$ cat config.mk
export PLATFORM = sky130hd
export DESIGN_NAME = running_mean_variance_flat
export DESIGN_NICKNAME = d
export VERILOG_FILES = /design/src/sv/rmv_pkg.sv /design/src/sv/rmv_if.sv /design/src/sv/rmv_ctrl.sv /design/src/sv/rmv_dp.sv /design/src/sv/running_mean_variance.sv /design/src/flat_wrapper.sv
export SDC_FILE = /design/constraint.sdc
export NUM_CORES = 2
export LEC_CHECK = 0
export ABC_AREA = 1
export BUFFER_PORTS_ARGS = -buffer_cell sky130_fd_sc_hd__buf_2
export CORE_ASPECT_RATIO = 1.25
export CORE_MARGIN = 2
export CORE_UTILIZATION = 40
export CTS_CLUSTER_DIAMETER = 60
export DETAILED_ROUTE_END_ITERATION = 8
export SYNTH_ARGS = -nofsm -noshare
export SYNTH_HDL_FRONTEND = slang
export SYNTH_SLANG_ARGS = --single-unit
$ cat constraint.sdc
create_clock -name clk -period 12.2 [get_ports clk]
set_input_delay 1.83 -clock clk [delete_from_list [all_inputs] [get_ports clk]]
set_output_delay 1.83 -clock clk [all_outputs]
set_load 0.02 [all_outputs]
$ cat src/sv/rmv_pkg.sv
`default_nettype none
package rmv_pkg;

	localparam int DATA_W = 32;
	localparam int CNT_W = 16;
	localparam int SUM_W = 64;
	localparam int VAR_W = 48;
	localparam int FRAC_W = 16;
	localparam int ITER_W = 6;

	localparam int unsigned MAX_COUNT_DEF = 65535;
	localparam int SAMPLE_WIDTH_DEF = 32;

	// Iteration counts, loaded as count minus one.
	localparam logic [ITER_W-1:0] MDIV_LAST = ITER_W'(DATA_W);
	localparam logic [ITER_W-1:0] MUL_LAST = ITER_W'(DATA_W);
	localparam logic [ITER_W-1:0] VDIV_LAST = ITER_W'(SUM_W - 1);
	localparam logic [ITER_W-1:0] SQRT_LAST = ITER_W'(SUM_W / 2 - 1);

	typedef enum logic [3:0] {
		ST_IDLE,
		ST_DECIDE,
		ST_MDIV,
		ST_MEAN,
		ST_MLOAD,
		ST_MUL,
		ST_SUM,
		ST_VLOAD,
		ST_VDIV,
		ST_SQLOAD,
		ST_SQRT,
		ST_FIN
	} ctrl_state_t;

	typedef struct packed {
		logic take;
		logic mdiv_load;
		logic div_step;
		logic mean_upd;
		logic mul_load;
		logic mul_step;
		logic sum_add;
		logic vdiv_load;
		logic var_load;
		logic sq_step;
		logic zero_res;
		logic out_load;
	} rmv_cmd_t;

	typedef struct packed {
		logic cnt_le1;
		logic out_free;
	} rmv_sts_t;

endpackage
`default_nettype wire

$ cat src/sv/rmv_if.sv
`default_nettype none
interface rmv_req_if import rmv_pkg::*; ();
	logic valid;
	logic ready;
	logic kind;
	logic signed [DATA_W-1:0] sample;

	modport source (output valid, kind, sample, input ready);
	modport sink (input valid, kind, sample, output ready);
endinterface

interface rmv_rsp_if import rmv_pkg::*; ();
	logic valid;
	logic ready;
	logic [CNT_W-1:0] count;
	logic signed [DATA_W-1:0] mean;
	logic [VAR_W-1:0] variance;
	logic [DATA_W-1:0] std_dev;

	modport source (output valid, count, mean, variance, std_dev, input ready);
	modport sink (input valid, count, mean, variance, std_dev, output ready);
endinterface
`default_nettype wire

$ cat src/sv/rmv_ctrl.sv
`default_nettype none
module rmv_ctrl import rmv_pkg::*; (
	input  wire logic     clk,
	input  wire logic     arst_n,
	input  wire logic     req_valid,
	output logic          req_ready,
	input  wire rmv_sts_t sts,
	output rmv_cmd_t      cmd
);

	ctrl_state_t state_q, state_d;
	logic [ITER_W-1:0] iter_q;
	logic last;

	assign last = (iter_q == '0);

	always_ff @(posedge clk or negedge arst_n) begin
		if (!arst_n) begin
			state_q <= ST_IDLE;
			iter_q <= '0;
		end else begin
			state_q <= state_d;
			if (cmd.mdiv_load) begin
				iter_q <= MDIV_LAST;
			end else if (cmd.mul_load) begin
				iter_q <= MUL_LAST;
			end else if (cmd.vdiv_load) begin
				iter_q <= VDIV_LAST;
			end else if (cmd.var_load) begin
				iter_q <= SQRT_LAST;
			end else if (cmd.div_step || cmd.mul_step || cmd.sq_step) begin
				iter_q <= iter_q - 1'b1;
			end
		end
	end

	always_comb begin
		state_d = state_q;
		unique case (state_q)
			ST_IDLE:   if (req_valid) state_d = ST_DECIDE;
			ST_DECIDE: state_d = sts.cnt_le1 ? ST_FIN : ST_MDIV;
			ST_MDIV:   if (last) state_d = ST_MEAN;
			ST_MEAN:   state_d = ST_MLOAD;
			ST_MLOAD:  state_d = ST_MUL;
			ST_MUL:    if (last) state_d = ST_SUM;
			ST_SUM:    state_d = ST_VLOAD;
			ST_VLOAD:  state_d = ST_VDIV;
			ST_VDIV:   if (last) state_d = ST_SQLOAD;
			ST_SQLOAD: state_d = ST_SQRT;
			ST_SQRT:   if (last) state_d = ST_FIN;
			ST_FIN:    if (sts.out_free) state_d = ST_IDLE;
			default:   state_d = ST_IDLE;
		endcase
	end

	always_comb begin
		cmd = '0;
		req_ready = 1'b0;
		unique case (state_q)
			ST_IDLE: begin
				req_ready = 1'b1;
				cmd.take = req_valid;
			end
			ST_DECIDE: begin
				cmd.zero_res = sts.cnt_le1;
				cmd.mdiv_load = !sts.cnt_le1;
			end
			ST_MDIV:   cmd.div_step = 1'b1;
			ST_MEAN:   cmd.mean_upd = 1'b1;
			ST_MLOAD:  cmd.mul_load = 1'b1;
			ST_MUL:    cmd.mul_step = 1'b1;
			ST_SUM:    cmd.sum_add = 1'b1;
			ST_VLOAD:  cmd.vdiv_load = 1'b1;
			ST_VDIV:   cmd.div_step = 1'b1;
			ST_SQLOAD: cmd.var_load = 1'b1;
			ST_SQRT:   cmd.sq_step = 1'b1;
			ST_FIN:    cmd.out_load = sts.out_free;
			default:   cmd = '0;
		endcase
	end

endmodule
`default_nettype wire

$ cat src/sv/rmv_dp.sv
`default_nettype none
module rmv_dp import rmv_pkg::*; #(
	parameter int unsigned MAX_COUNT = MAX_COUNT_DEF,
	parameter int SAMPLE_WIDTH = SAMPLE_WIDTH_DEF
) (
	input  wire logic                     clk,
	input  wire logic                     arst_n,
	input  wire rmv_cmd_t                 cmd,
	output rmv_sts_t                      sts,
	input  wire logic                     req_kind,
	input  wire logic signed [DATA_W-1:0] req_sample,
	output logic                          rsp_valid,
	input  wire logic                     rsp_ready,
	output logic [CNT_W-1:0]              rsp_count,
	output logic signed [DATA_W-1:0]      rsp_mean,
	output logic [VAR_W-1:0]              rsp_variance,
	output logic [DATA_W-1:0]             rsp_std_dev
);

	localparam logic [CNT_W-1:0] CNT_LIMIT =
		(MAX_COUNT > ((1 << CNT_W) - 1)) ? {CNT_W{1'b1}} :
		(MAX_COUNT < 2) ? CNT_W'(2) : CNT_W'(MAX_COUNT);

	logic signed [SAMPLE_WIDTH-1:0] smp_trunc;
	logic signed [DATA_W-1:0] x_in;

	logic signed [DATA_W-1:0] x_q, mean_q;
	logic [CNT_W-1:0] cnt_q;
	logic [SUM_W-1:0] sum_q;

	logic neg_q;
	logic [CNT_W-1:0] rem_q, dvsr_q;
	logic [SUM_W-1:0] dvd_q;
	logic [SUM_W-1:0] mul_a_q, acc_q;
	logic [DATA_W:0] mul_b_q;
	logic [VAR_W-1:0] var_q;
	logic [SUM_W-1:0] sq_n_q, sq_res_q, sq_bit_q;
	logic rsp_valid_q;

	logic signed [DATA_W:0] dev_old, after, step, mean_sum;
	logic [DATA_W:0] before_mag, after_mag, quo;
	logic [CNT_W+1:0] trial;
	logic [SUM_W:0] sum_ext;
	logic [SUM_W-1:0] sq_t;

	assign smp_trunc = req_sample[SAMPLE_WIDTH-1:0];
	assign x_in = DATA_W'(smp_trunc);

	assign dev_old = {x_q[DATA_W-1], x_q} - {mean_q[DATA_W-1], mean_q};
	assign after = dev_old;
	assign before_mag = dev_old[DATA_W] ? -dev_old : dev_old;
	assign after_mag = after[DATA_W] ? -after : after;
	assign quo = dvd_q[DATA_W:0];
	assign step = neg_q ? -$signed(quo) : $signed(quo);
	assign mean_sum = {mean_q[DATA_W-1], mean_q} + step;
	assign trial = {1'b0, rem_q, dvd_q[SUM_W-1]} - {2'b00, dvsr_q};
	assign sum_ext = {1'b0, sum_q} + {1'b0, acc_q};
	assign sq_t = sq_res_q + sq_bit_q;

	assign sts.cnt_le1 = (cnt_q <= CNT_W'(1));
	assign sts.out_free = !rsp_valid_q || rsp_ready;
	assign rsp_valid = rsp_valid_q;

	// Statistics state and output valid.
	always_ff @(posedge clk or negedge arst_n) begin
		if (!arst_n) begin
			cnt_q <= '0;
			mean_q <= '0;
			sum_q <= '0;
			rsp_valid_q <= 1'b0;
		end else begin
			if (cmd.take) begin
				if (req_kind) begin
					cnt_q <= '0;
					mean_q <= '0;
					sum_q <= '0;
				end else begin
					if (cnt_q < CNT_LIMIT) cnt_q <= cnt_q + 1'b1;
					if (cnt_q == '0) begin
						mean_q <= x_in;
						sum_q <= '0;
					end
				end
			end
			if (cmd.mean_upd) mean_q <= mean_sum[DATA_W-1:0];
			if (cmd.sum_add) sum_q <= sum_ext[SUM_W] ? {SUM_W{1'b1}} : sum_ext[SUM_W-1:0];
			if (cmd.out_load) begin
				rsp_valid_q <= 1'b1;
			end else if (rsp_ready) begin
				rsp_valid_q <= 1'b0;
			end
		end
	end

	// Shared divider, multiplier and square root working registers.
	always_ff @(posedge clk) begin
		if (cmd.take) x_q <= x_in;
		if (cmd.mdiv_load) begin
			dvd_q <= {before_mag, {(SUM_W-DATA_W-1){1'b0}}};
			dvsr_q <= cnt_q;
			rem_q <= '0;
			neg_q <= dev_old[DATA_W];
			mul_a_q <= SUM_W'(before_mag);
		end
		if (cmd.vdiv_load) begin
			dvd_q <= sum_q;
			dvsr_q <= cnt_q - 1'b1;
			rem_q <= '0;
		end
		if (cmd.div_step) begin
			if (!trial[CNT_W+1]) begin
				rem_q <= trial[CNT_W-1:0];
				dvd_q <= {dvd_q[SUM_W-2:0], 1'b1};
			end else begin
				rem_q <= {rem_q[CNT_W-2:0], dvd_q[SUM_W-1]};
				dvd_q <= {dvd_q[SUM_W-2:0], 1'b0};
			end
		end
		if (cmd.mul_load) begin
			mul_b_q <= after_mag;
			acc_q <= '0;
		end
		if (cmd.mul_step) begin
			if (mul_b_q[0]) acc_q <= acc_q + mul_a_q;
			mul_a_q <= {mul_a_q[SUM_W-2:0], 1'b0};
			mul_b_q <= {1'b0, mul_b_q[DATA_W:1]};
		end
		if (cmd.var_load) begin
			var_q <= dvd_q[SUM_W-1:FRAC_W];
			sq_n_q <= {dvd_q[SUM_W-1:FRAC_W], {FRAC_W{1'b0}}};
			sq_res_q <= '0;
			sq_bit_q <= {2'b01, {(SUM_W-2){1'b0}}};
		end
		if (cmd.sq_step) begin
			if (sq_n_q >= sq_t) begin
				sq_n_q <= sq_n_q - sq_t;
				sq_res_q <= {1'b0, sq_res_q[SUM_W-1:1]} + sq_bit_q;
			end else begin
				sq_res_q <= {1'b0, sq_res_q[SUM_W-1:1]};
			end
			sq_bit_q <= {2'b00, sq_bit_q[SUM_W-1:2]};
		end
		if (cmd.zero_res) begin
			var_q <= '0;
			sq_res_q <= '0;
		end
		if (cmd.out_load) begin
			rsp_count <= cnt_q;
			rsp_mean <= (cnt_q == '0) ? '0 : mean_q;
			rsp_variance <= var_q;
			rsp_std_dev <= sq_res_q[DATA_W-1:0];
		end
	end

endmodule
`default_nettype wire

$ cat src/sv/running_mean_variance.sv
// A clear, or the first sample after a clear, goes straight from the decision state to the result;
// any later sample first runs the full arithmetic sequence. Either may wait for the result register to drain.
// A new request is not taken until the last one is through the shared bit-serial divider (33 and
// 64 steps), the bit-serial multiplier (33 steps) and the square root (32 steps).
// Reset (arst_n low, asynchronous): count, mean and sum go to zero, no result is pending.
`default_nettype none
module running_mean_variance import rmv_pkg::*; #(
	parameter int unsigned MAX_COUNT = MAX_COUNT_DEF,
	parameter int SAMPLE_WIDTH = SAMPLE_WIDTH_DEF
) (
	input wire logic clk,
	input wire logic arst_n,
	rmv_req_if.sink  req,
	rmv_rsp_if.source rsp
);

	// The controller steps through one request at a time: it takes the request, runs the
	// mean division, the deviation product, the variance division and the square root when
	// more than one sample is held, and then parks the result in the output register. A new
	// request is taken as soon as the result is loaded, even if the sink has not yet taken it.
	rmv_cmd_t cmd;
	rmv_sts_t sts;

	rmv_ctrl u_ctrl (
		.clk       (clk),
		.arst_n    (arst_n),
		.req_valid (req.valid),
		.req_ready (req.ready),
		.sts       (sts),
		.cmd       (cmd)
	);

	// The datapath holds the statistics and the shared arithmetic units.
	rmv_dp #(
		.MAX_COUNT    (MAX_COUNT),
		.SAMPLE_WIDTH (SAMPLE_WIDTH)
	) u_dp (
		.clk          (clk),
		.arst_n       (arst_n),
		.cmd          (cmd),
		.sts          (sts),
		.req_kind     (req.kind),
		.req_sample   (req.sample),
		.rsp_valid    (rsp.valid),
		.rsp_ready    (rsp.ready),
		.rsp_count    (rsp.count),
		.rsp_mean     (rsp.mean),
		.rsp_variance (rsp.variance),
		.rsp_std_dev  (rsp.std_dev)
	);

endmodule
`default_nettype wire

$ cat src/flat_wrapper.sv
// flat-port wrapper written by rule: the top's interface ports become plain ports
module running_mean_variance_flat import rmv_pkg::*;
#(
	parameter int unsigned MAX_COUNT = MAX_COUNT_DEF,
	parameter int SAMPLE_WIDTH = SAMPLE_WIDTH_DEF
)
  (clk, arst_n, req_valid, req_kind, req_sample, req_ready, rsp_valid, rsp_count, rsp_mean, rsp_variance, rsp_std_dev, rsp_ready);
  rmv_req_if req_i ();
  rmv_rsp_if rsp_i ();
  input wire logic clk;
  input wire logic arst_n;
  input wire logic [$bits(req_i.valid)-1:0] req_valid;
  input wire logic [$bits(req_i.kind)-1:0] req_kind;
  input wire logic [$bits(req_i.sample)-1:0] req_sample;
  output wire logic [$bits(req_i.ready)-1:0] req_ready;
  output wire logic [$bits(rsp_i.valid)-1:0] rsp_valid;
  output wire logic [$bits(rsp_i.count)-1:0] rsp_count;
  output wire logic [$bits(rsp_i.mean)-1:0] rsp_mean;
  output wire logic [$bits(rsp_i.variance)-1:0] rsp_variance;
  output wire logic [$bits(rsp_i.std_dev)-1:0] rsp_std_dev;
  input wire logic [$bits(rsp_i.ready)-1:0] rsp_ready;
  assign req_i.valid = req_valid;
  assign req_i.kind = req_kind;
  assign req_i.sample = req_sample;
  assign req_ready = req_i.ready;
  assign rsp_valid = rsp_i.valid;
  assign rsp_count = rsp_i.count;
  assign rsp_mean = rsp_i.mean;
  assign rsp_variance = rsp_i.variance;
  assign rsp_std_dev = rsp_i.std_dev;
  assign rsp_i.ready = rsp_ready;
  running_mean_variance #(.MAX_COUNT(MAX_COUNT), .SAMPLE_WIDTH(SAMPLE_WIDTH)) u_core (.clk(clk), .arst_n(arst_n), .req(req_i), .rsp(rsp_i));
endmodule
* After elaboration in Yosys (flattened, before gate mapping)
Cells that the tools add are included.
Storage, ports and cells: bits in registers 749, input bits 37, word-level logic and storage cells 149
Cells by class: eq/ne operators 17, order comparisons 3, muxes and demuxes 66, reduce and logical (&&, ||, !) cells 25, $add $sub $neg 13
Operators by type and width (count):
- 2-to-1 mux 64 bit | 19
- 2-to-1 mux 32 bit | 7
- 2-to-1 mux 16 bit | 8
- 2-to-1 mux 61 bit | 2
- adder 64 x 64 -> 65 bit | 1
- adder 63 x 63 -> 64 bit | 1
- adder 64 x 63 -> 64 bit | 1
- adder 64 bit | 1
- greater-or-equal comparator 64 bit | 1
- subtractor 64 bit | 1
- one-hot mux 4 bit (12 select lines) | 1
- 2-to-1 mux 33 bit | 1
- negation 33 bit | 1
- subtractor 32 x 32 -> 33 bit | 1
- adder 32 bit | 1
- negation 32 bit | 1
- 2-to-1 mux 6 bit | 5
- 2-to-1 mux 4 bit | 7
- subtractor 17 x 16 -> 18 bit | 1
- adder 16 x 1 -> 16 bit, second input constant | 1
- equality test 4 x 3 -> 1 bit, second input constant | 4
- equality test 4 bit, second input constant | 4
- <= comparator 16 x 1 -> 1 bit, second input constant | 1
- zero test 16 bit | 1
- other kinds (17) | 52

* Longest topological paths before layout
word-level depth 10, mapped depth 33

* By module
Synthesis repeated with hierarchy kept, for this count alone.
Second synthesis, totals: cell total of the unflattened synthesis 7947, area total of the unflattened synthesis 55455.7 um2
Modules (own cells, without submodules):
- rmv_dp | cells an instance 7831, area each 54715.0 um2, times used 1
- rmv_ctrl | cells an instance 116, area each 740.7 um2, times used 1

* Least setup slack after synthesis
OpenSTA, ideal clock, no wires.
path type input to register, start in rsp_ready, end reg u_core.u_dp.rsp_count[0] (enable), required time 11.584 ns, stages 2, buffers on the path 0, arrival time 7.173 ns, slack 4.411 ns, setup time 0.616 ns, cell sequence nor2_1 -> nor2_1
RTL lines:
- start, declared | RTL line flat_wrapper.sv:21 | input wire logic [$bits(rsp_i.ready)-1:0] rsp_ready;
- end signal, assigned | RTL line rmv_dp.sv:148 | rsp_count <= cnt_q;
- end, declared | RTL line rmv_dp.sv:14 | output logic [CNT_W-1:0] rsp_count,

* Final worst setup path
start reg u_core.u_dp.sq_bit_q[4], end reg u_core.u_dp.sq_res_q[50]
Between the ends: word-level cells in the longest chain between the ends 4
Ends and longest elaborated chain:
- start, declared | RTL line rmv_dp.sv:37 | logic [SUM_W-1:0] sq_n_q, sq_res_q, sq_bit_q;
- start signal, assigned | RTL line rmv_dp.sv:132 | sq_bit_q <= {2'b01, {(SUM_W-2){1'b0}}};
- start signal, assigned | RTL line rmv_dp.sv:141 | sq_bit_q <= {2'b00, sq_bit_q[SUM_W-1:2]};
- adder 64 x 63 -> 64 bit | RTL line rmv_dp.sv:58 | assign sq_t = sq_res_q + sq_bit_q;
- greater-or-equal comparator 64 bit | RTL line rmv_dp.sv:135 | if (sq_n_q >= sq_t) begin
- 2-to-1 mux 64 bit * | RTL line rmv_dp.sv:135
- 2-to-1 mux 64 bit * | RTL line rmv_dp.sv:134 | if (cmd.sq_step) begin
- end signal, assigned | RTL line rmv_dp.sv:137 | sq_res_q <= {1'b0, sq_res_q[SUM_W-1:1]} + sq_bit_q;
- end signal, assigned | RTL line rmv_dp.sv:139 | sq_res_q <= {1'b0, sq_res_q[SUM_W-1:1]};
- end, declared | RTL line rmv_dp.sv:37
Every way passes the cells marked *; elsewhere a longest branch is shown, timed or not. A chain may end at the register's enable or synchronous reset.

==> out/metrics.yaml <==
routing:
  post-route-drc-count: 0
  ant_nets: 0
  detail_route.wirelength_mm: 216
  wl_met2_mm: 107
  route.top_layer_used: "met5"
  number_of_vias_in_the_routed_layout: 54200
  wl_met1_mm: 89.2
  routed_wire_length_per_instance_um: 21.6
  dr.pass1.iters: 6
  drt-vias-per-instance: 5.41
  detailroute.wirelength.met3_mm: 9.64
  drt-initial-drc-count: 4331
critical_path:
  critical_path.startpoint_type: "flip-flop"
  biggest_fanout_along_the_worst_timing_path: 60
  highest_cell_delay_on_the_worst_timing_path_ps: 730
  cp.required_ps: 12780
  arrival_ps: 7350
  criticalPathCategory: "flip-flop to flip-flop"
  critPathSlowestCell: "nand2_4"
  crit_top_cell: "nand2_1"
  worstSetupEndpointType: "flip-flop"
pwr:
  vdd.ir_drop.worst_mv: 0.239
  power_report.internal_total_w: 0.00922
  net_switching_power_w: 0.0106
  seqPwrFrac_pct: 23.9
  switching_part_of_the_total_pct: 53.4
  power_per_cell_area_nw_per_um2: 321
  power_frac_clock_pct: 15.7
  pwr-share-comb_pct: 60.4
  leakagePower_nw: 27.8
yosys:
  postSynthRegisterBits: 749
  synth_sequential_area_ratio_pct: 35.2
  ys_warn_count: 0
  post_synth_inst_count: 7951
  synthesized_net_count: 8338
  count_of_flip_flops_with_a_built_in_enable_after_synthesis: 383
  mappedNetlistArea_um2: 55300
  post_synth.cell_area_avg_um2: 6.95
  dominantRegCellSynth: "edfxtp_1"
  synth_async_sr_flop_share_pct: 16.4
  yosys.cell_types.count: 64
final_layout:
  postLayoutCellArea_um2: 61600
  layout-area-overhead-vs-synth_pct: 11.4
  drive_gt1_share_pct: 5.96
  antenna_diode_count: 0
  final_net_count: 8474
  layoutNonFillerInstCount: 10000
cts:
  tritoncts_num_sinks: 749
  ctsHoldBuffers: 0
  cts.repair.resized: 0
  tritoncts_buffers: 98
  cts_tree: "built"
  cts-root-buf: "clkbuf_16"
  clock_tree.buffer_depth: 3
  clkSlewWorstSetupHoldPaths_ps: 60
  cts.htree.levels: 3
  clock_latency_late_sink_ps: 740
  post-cts-setup-buffers: 0
sta:
  clock-skew-final_ps: 34.0
  finalMaxSlewViolations: 0
  worstMarginPinSlew_ps: 1180
  layout_min_cycle_time_ps: 6770
  timing.final.hold_violations: 0
  max-slew-margin-rel_pct: 21.5
  setup_viol_count_final: 0
  setup_repair_after_global_routing_missed_its_margin: "no"
  period_share_pct: 55.5
  hold-worst-slack_ps: 433
  setup_slack_ps: 5430
  fmaxAchievable_mhz: 148
  final.setup.tns_ps: 0
die:
  initial_core_util_pct: 40.3
  core_area_um2: 137000
  placement_rows: 152
  io-pin-count: 167
  floorplan.die.height_um: 420
  die_area_um2: 141000
  die_w_um: 337
global_route:
  grt_pass1_wl_mm: 324
  first_global_vias: 53600
  initial_antenna_violation_count: 3
  grt_start_max_net_pins: 104
  globalRouteTotalUtil_pct: 30.3
  grt_overflow_total: 0
min_path:
  worst_hold_path_type: "flip-flop to flip-flop"
placement:
  place_hpwl_mm: 175
  pre_cts_ws_ps: 5460
  placedInstanceArea_um2: 58100
  place.port_buffers: 166
  globalplace.congestion: 1.02
  post_place_cells: 9835
run:
  drv_cap: 0
outcome:
  run_status: "finished clean"
[power by group through the flow]
stage / Clock [W] / Combinational [W] / Sequential (W)
2_1_floorplan: 0 / 0.00795 / 0.00444
3_3_place_gp: 0 / 0.0117 / 0.00474
3_5_place_dp: 0 / 0.0118 / 0.00475
4_1_cts: 0.00316 / 0.0119 / 0.00471
5_1_grt: 0.00326 / 0.0132 / 0.00482
6_report: 0.00310 / 0.0119 / 0.00473
[critical path: cells and delay by family (launching register included)]
kind                       cells  cell delay [ps]
buffers and inverters          3              700
adders and majority gates      2              730
DFF                            1              420
and+or+nand+nor               17             2720
AOI/OAI and AO/OA             10             2030
[synthesized netlist by cell type, drive strengths merged (2+ instances only)]
master / instances / area, um2
a211oi: 10 / 75.1
a21boi: 23 / 173
a21o: 51 / 383
a21oi: 659 / 3320
a221oi: 12 / 105
a22oi: 21 / 158
a311oi: 2 / 17.5
a31oi: 58 / 363
and2: 9 / 56.3
and3: 12 / 75.1
buf: 50 / 279
clkbuf: 129 / 487
dfrtp: 123 / 3080
dfxtp: 243 / 4860
edfxtp: 383 / 11500
fa: 6 / 120
ha: 344 / 4300
inv: 1085 / 4070
nand2: 2057 / 7780
nand3: 463 / 2350
nand3b: 16 / 120
nand4: 67 / 419
nor2: 874 / 3330
nor3: 75 / 385
nor4: 27 / 169
o2111ai: 5 / 43.8
o211a: 2 / 20.0
o211ai: 29 / 218
o21a: 32 / 240
o21ai: 679 / 3420
o21bai: 40 / 300
o221ai: 2 / 17.5
o22ai: 34 / 213
o2bb2ai: 2 / 17.5
o311ai: 4 / 35.0
o31ai: 9 / 67.6
or2: 19 / 119
xnor2: 104 / 911
xor2: 184 / 1630
[state kept, by name, summed over array words and instances (netlist names), 32 cells and up]
register and flops:
u_core.u_dp.sq_bit_q 32, u_core.u_dp.mean_q 32, u_core.u_dp.mul_b_q 33, u_core.u_dp.sq_res_q 64, u_core.u_dp.var_q 48, u_core.u_dp.mul_a_q 64, u_core.u_dp.dvd_q 64, u_core.u_dp.rsp_mean 32
u_core.u_dp.rsp_std_dev 32, u_core.u_dp.rsp_variance 48, u_core.u_dp.acc_q 64, u_core.u_dp.sum_q 64, u_core.u_dp.x_q 32, u_core.u_dp.sq_n_q 64
[placed cells by master, fill, tap and decap left out, drive strengths merged, types with 10 or more instances in the layout]
| cell | n |
|---|---|
| and3 | 12 |
| a31oi | 58 |
| buf | 215 |
| bufinv | 11 |
| xor2 | 184 |
| nand3b | 16 |
| nand4 | 67 |
| a211oi | 10 |
| nand3 | 463 |
| edfxtp | 383 |
| dfxtp | 243 |
| o21a | 32 |
| o21bai | 40 |
| clkinv | 32 |
| a21oi | 659 |
| nor4 | 27 |
| nor3 | 75 |
| clkbuf | 122 |
| o211ai | 29 |
| o21ai | 679 |
| a21boi | 23 |
| nand2 | 2057 |
| dfrtp | 123 |
| a221oi | 12 |
| inv | 1101 |
| ha | 344 |
| or2 | 19 |
| xnor2 | 104 |
| a22oi | 21 |
| a21o | 51 |
| nor2 | 874 |
| o22ai | 34 |
[logic make-up (layout without fill, tap and decap cells)]
group                      Yosys count  after routing  share of synthesized area (%)
AOI/OAI and AO/OA                 1679           1679                           16.7
and+or+nand+nor                   3620           3620                           26.8
buffers and inverters             1265           1487                           8.76
adders and majority gates          350            350                           8.00
xor gates and xnor gates           288            288                           4.60
DFF                                749            749                           35.2
[layout make-up]
type | count | area [um2]
sequential | 749 | 19400
fill | 14400 | 75700
inverter | 1086 | 4080
clock inverter | 64 | 793
timing repair buffer | 215 | 1200
tap | 1848 | 2310
multi-input combinational | 5937 | 31100
clock buffer | 122 | 2670
[routing by layer]
| metal | up-vias | global-route usage (%) |
|---|---|---|
| met5 | - | 0 |
| met4 | 2 | 14.2 |
| met3 | 364 | 3.00 |
| met2 | 1504 | 53.9 |
| met1 | 25700 | 36.5 |
| li1 | 26600 | - |
[path summary, 6_finish.rpt]
kind,endpoint,startpoint,slack [ps],depth (start not counted)
setup / recovery,u_core.u_dp.sq_res_q[50],u_core.u_dp.sq_bit_q[4],5430,32
hold reg to reg,u_core.u_dp.rsp_variance[27],u_core.u_dp.var_q[27],430,0
min in group asynchronous,u_core.u_dp.mean_q[0],arst_n,1080,1
max in group asynchronous,u_core.u_dp.cnt_q[14],arst_n,9760,2
setup reg to reg,u_core.u_dp.sq_res_q[50],u_core.u_dp.sq_bit_q[4],5430,32
hold / removal,u_core.u_dp.rsp_variance[27],u_core.u_dp.var_q[27],430,0
[through the flow]
step	total power [W]	util [%]
6_report	0.0198	44.9
5_1_grt	0.0212	44.9
4_1_cts	0.0197	44.9
3_5_place_dp	0.0165	42.3
3_3_place_gp	0.0165	42.3
2_1_floorplan	0.0124	-
Note: power is estimated with default switching activity, not from simulation.
